File: src/rtl/core/bad_pkg.sv
// Package for the block average downscaler: channel and register widths,
// configuration register indexes, controller states and command/status structs.
// Depends on nothing; every other file of the block imports it.
package bad_pkg;

  // Pixel format: three 8-bit channels, blue in the lowest byte.
  localparam int CH_W   = 8;
  localparam int NUM_CH = 3;
  localparam int DATA_W = NUM_CH * CH_W;

  // Configuration register widths and port widths.
  localparam int SRC_WIDTH_W = 11;
  localparam int FACTOR_W    = 5;
  localparam int CFG_IDX_W   = 2;
  localparam int CFG_DATA_W  = SRC_WIDTH_W;

  // Configuration register indexes.
  localparam logic [CFG_IDX_W-1:0] CFG_SRC_WIDTH = 2'd0;
  localparam logic [CFG_IDX_W-1:0] CFG_VFACTOR   = 2'd1;
  localparam logic [CFG_IDX_W-1:0] CFG_HFACTOR   = 2'd2;

  // Register values after reset.
  localparam logic [SRC_WIDTH_W-1:0] SRC_WIDTH_RST = 11'd640;
  localparam logic [FACTOR_W-1:0]    VFACTOR_RST   = 5'd2;
  localparam logic [FACTOR_W-1:0]    HFACTOR_RST   = 5'd2;

  // Controller states.
  typedef enum logic [2:0] {
    ST_CLEAR,
    ST_IDLE,
    ST_ACCUM,
    ST_DIVV,
    ST_DIVH
  } bad_state_e;

  // Commands from the controller to the datapath.
  typedef struct packed {
    logic clr_wr;     // write zero to the line store at the clear address
    logic take;       // input transaction accepted in this cycle
    logic accum;      // add the pixel to its column sum
    logic div_start;  // start the divider
    logic div_sel_h;  // divider works on the row sums by the horizontal factor
    logic row_acc;    // add the vertical average to the row sums
    logic grp_step;   // step the column position inside the horizontal group
    logic out_load;   // load the output register with a reduced pixel
    logic advance;    // step the row and column counters
  } bad_cmd_t;

  // Status from the datapath to the controller.
  typedef struct packed {
    logic clr_last;    // clearing pass is at its last entry
    logic last_row;    // current row closes its vertical group
    logic group_done;  // current column closes its horizontal group
    logic div_busy;    // divider is iterating
    logic out_busy;    // output register holds a result that is not taken
  } bad_status_t;

endpackage

File: src/rtl/core/bad_ctrl.sv
// Controller of the block average downscaler: sequences the clearing pass and
// the steps of each pixel. Depends on bad_pkg for states and command types.
module bad_ctrl
  import bad_pkg::*;
(
  input  logic        clk_i,
  input  logic        rst_ni,
  input  logic        in_valid_i,
  output logic        in_ready_o,
  input  bad_status_t status_i,
  output bad_cmd_t    cmd_o
);

  bad_state_e state_q, state_d;

  // State register; the line store is cleared first after reset.
  always_ff @(posedge clk_i or negedge rst_ni) begin
    if (!rst_ni) begin
      state_q <= ST_CLEAR;
    end else begin
      state_q <= state_d;
    end
  end

  // Next state and commands.
  always_comb begin
    state_d    = state_q;
    cmd_o      = '0;
    in_ready_o = 1'b0;
    case (state_q)
      ST_CLEAR: begin
        cmd_o.clr_wr = 1'b1;
        if (status_i.clr_last) begin
          state_d = ST_IDLE;
        end
      end
      ST_IDLE: begin
        in_ready_o = 1'b1;
        if (in_valid_i) begin
          cmd_o.take = 1'b1;
          state_d    = ST_ACCUM;
        end
      end
      ST_ACCUM: begin
        cmd_o.accum = 1'b1;
        if (status_i.last_row) begin
          cmd_o.div_start = 1'b1;
          state_d         = ST_DIVV;
        end else begin
          cmd_o.advance = 1'b1;
          state_d       = ST_IDLE;
        end
      end
      ST_DIVV: begin
        if (!status_i.div_busy) begin
          cmd_o.row_acc = 1'b1;
          if (status_i.group_done) begin
            cmd_o.div_start = 1'b1;
            cmd_o.div_sel_h = 1'b1;
            state_d         = ST_DIVH;
          end else begin
            cmd_o.grp_step = 1'b1;
            cmd_o.advance  = 1'b1;
            state_d        = ST_IDLE;
          end
        end
      end
      ST_DIVH: begin
        if (!status_i.div_busy && !status_i.out_busy) begin
          cmd_o.out_load = 1'b1;
          cmd_o.advance  = 1'b1;
          state_d        = ST_IDLE;
        end
      end
      default: begin
        state_d = ST_IDLE;
      end
    endcase
  end

endmodule

File: config.mk
export PLATFORM = sky130hd
export DESIGN_NAME = bad_ctrl
export DESIGN_NICKNAME = d
export VERILOG_FILES = /design/src/rtl/core/bad_pkg.sv /design/src/rtl/core/bad_ctrl.sv
export SDC_FILE = /design/constraint.sdc
export NUM_CORES = 1
export LEC_CHECK = 0
export BUFFER_PORTS_ARGS = -buffer_cell sky130_fd_sc_hd__buf_2
export CAP_MARGIN = 40
export CORE_AREA = 2 2 39 41
export CTS_CLUSTER_SIZE = 8
export DETAILED_ROUTE_END_ITERATION = 10
export DIE_AREA = 0 0 41 43
export HOLD_SLACK_MARGIN = 0.15
export SYNTH_ARGS = -nofsm -noshare
export SYNTH_HDL_FRONTEND = slang
export SYNTH_SLANG_ARGS = --single-unit
File: constraint.sdc
create_clock -name clk_i -period 2.9 [get_ports clk_i]
set_input_delay 0.29 -clock clk_i [delete_from_list [all_inputs] [get_ports clk_i]]
set_output_delay 0.29 -clock clk_i [all_outputs]
set_load 0.1 [all_outputs]
==> impl_metrics.env <==
export IMPL_rrSetupSlack_ps=1610
export IMPL_finalMaxSlewViolations=0
export IMPL_clk_pin_slew_worst_paths_ps=40
export IMPL_cap_violations=0
export IMPL_first_pass_iters=3
export IMPL_largest_register="state_q"
export IMPL_ys_warnings_count=0
export IMPL_initial_core_util_pct=20.6
export IMPL_hold_depth=3
export IMPL_synth_fp_nets=43
export IMPL_viasPerCell=4.49
export IMPL_synth_seq_cells=3
export IMPL_core_rowCount=14
export IMPL_rr_endpoint="state_q[0]"
export IMPL_drt_iter0_drc=9
export IMPL_r2r_cells=2
export IMPL_clock_path_buffers=2
export IMPL_grt_usage_pct=9.66
export IMPL_cts_num_sinks=3
export IMPL_worstSetupStartpointType="flip-flop"
export IMPL_grt_first_pass_wirelength_um=1060
export IMPL_tightest_slew_ps=487
export IMPL_r2r_start="state_q[0]"
export IMPL_syn2layout_area_growth_pct=44.3
export IMPL_port_buffers=17
export IMPL_routed_wl_um=694
export IMPL_skew_ps=3.05
export IMPL_status="complete, no violations"
export IMPL_hold_path_class="input pin to flip-flop"
export IMPL_critPathLaunch="state_q[2]"
export IMPL_endpoint_kind="primary output"
export IMPL_synth_cell_types=21
export IMPL_die_height_um=43
export IMPL_syn_area_per_cell_um2=8.15
export IMPL_ys_seq_area_share_pct=26.3
export IMPL_grt_max_degree=12
export IMPL_final_period_utilization_pct=68.6
export IMPL_reg_top3="state_q x3"
export IMPL_core_um2=1380
export IMPL_cts_repair_resized=0
export IMPL_slew_headroom_pct=67.7
export IMPL_largest_register_ffs=3
export IMPL_gp_congestion=0.752
export IMPL_worstPathRequired_ps=2610
export IMPL_dieArea_um2=1760
export IMPL_cts_inserted_buffers=3
export IMPL_vias=319
export IMPL_htreeDepth=1
export IMPL_cp_data_arrival_time_ps=1700
export IMPL_rsz0062_at_grt="no"
export IMPL_grt_overflow=0
export IMPL_fin_setup_tns_ps=0
export IMPL_critPathKind="flip-flop to primary output"
export IMPL_grt_pass1_vias=254
export IMPL_ioPinCount=18
export IMPL_die_w_um=41
export IMPL_cts_root_buffer="clkbuf_4"
export IMPL_drc_errors=0
export IMPL_final_nets=64
export IMPL_clk_latency_ps=240
export IMPL_crit_fanout=8
export IMPL_netlist_area_um2=285
export IMPL_hold_viol=0
export IMPL_antenna_found_initial=0
export IMPL_finalSetupViolations=0
export IMPL_wl_per_cell_um=9.77
export IMPL_cts_tree="built"
export IMPL_syn_inst=35
export IMPL_clock_fmax_mhz=503
export IMPL_fin_crit_ps=1990
export IMPL_worst_setup_path_endpoint="cmd_o[4]"
export IMPL_detailed_place_hpwl_um=532
export IMPL_antenna_cells=0
export IMPL_final_antenna_net_count=0
export IMPL_drive_above_1_share_pct=47.3
per-stage QoR:
stage	utilization (%)	area [um^2]	instances	setup slack (ps)	hold WS, ps
after floorplan	-	293	35	66.1	-5.59
after global placement	27.1	375	66	1200	85.0
after detailed placement	27.1	375	66	1160	87.3
after CTS	29.7	412	71	900	358
after global routing	29.7	412	71	818	390
final	29.7	412	71	912	363
final cells by class:
type                            count  area (um^2)
Sequential cell                     3         75.1
Clock buffer                        4         26.3
Tap cell                           16         20.0
Timing Repair Buffer               18         95.1
Fill cell                         161          972
Multi-Input combinational cell     29          191
Inverter                            1         3.75
cells in the mapped netlist, drive strengths merged:
library cell  n  area [um^2]
nand2b        3         18.8
inv           1         3.75
o211ai        1         7.51
nand2         1         3.75
nor2b         2         12.5
o22ai         1         6.26
nor2          3         11.3
nor3          3         15.0
and3b         1         8.76
dfrtp         3         75.1
nand3b        3         26.3
buf           2         22.5
and2b         1         10.0
and2          3         21.3
o21ai         2         10.0
and3          1         6.26
or4           1         7.51
a2bb2oi       1         8.76
a21oi         2         10.0
worst min-delay path by stage:
stage                start          to  slack, ps
6_report       status_i[3]  state_q[1]        360
5_1_grt             rst_ni  state_q[2]        390
4_1_cts        status_i[3]  state_q[1]        360
3_5_place_dp        rst_ni  state_q[0]         90
3_3_place_gp        rst_ni  state_q[0]         80
2_1_floorplan       rst_ni  state_q[0]         -6
worst max-delay path: stages (launching register included):
cell	delay, ps
dfrtp_1	450
and2b_4	300
nand3b_2	100
inv_2	70
and2_4	130
buf_2	410
kinds of logic (layout without fill, tap and decap cells):
logic type	Yosys count	in the layout	share of synthesized area, %
buffers and inverters	3	23	9.21
flip-flops	3	3	26.3
AO/OA/AOI/OAI	7	7	14.9
AND/OR/NAND/NOR	22	22	49.6
timing repair:
| item | in CTS | in global routing |
|---|---|---|
| setup buffers | 0 | 0 |
| hold buffers | 1 | 0 |
| endpoints found under the hold margin | 3 | 0 |
layer usage:
layer	share of wire [%]	global-route usage (%)
met1	47	12.9
met2	42	10.9
met3	8.5	3.14
met4	3.0	10.0
met5	0	0
layout by cell type, fill, tap and decap left out, drive strengths merged:
cell,instances
o211ai,1
nand3b,3
dfrtp,3
nor2b,2
nand2,1
and2,3
and2b,1
o22ai,1
nor3,3
a2bb2oi,1
and3b,1
and3,1
inv,1
dlygate4sd3,1
a21oi,2
o21ai,2
nor2,3
or4,1
clkbuf,4
buf,17
nand2b,3
Power is not shown: default switching activity piles up to over one toggle a cycle in this logic, so the estimate is an artifact.
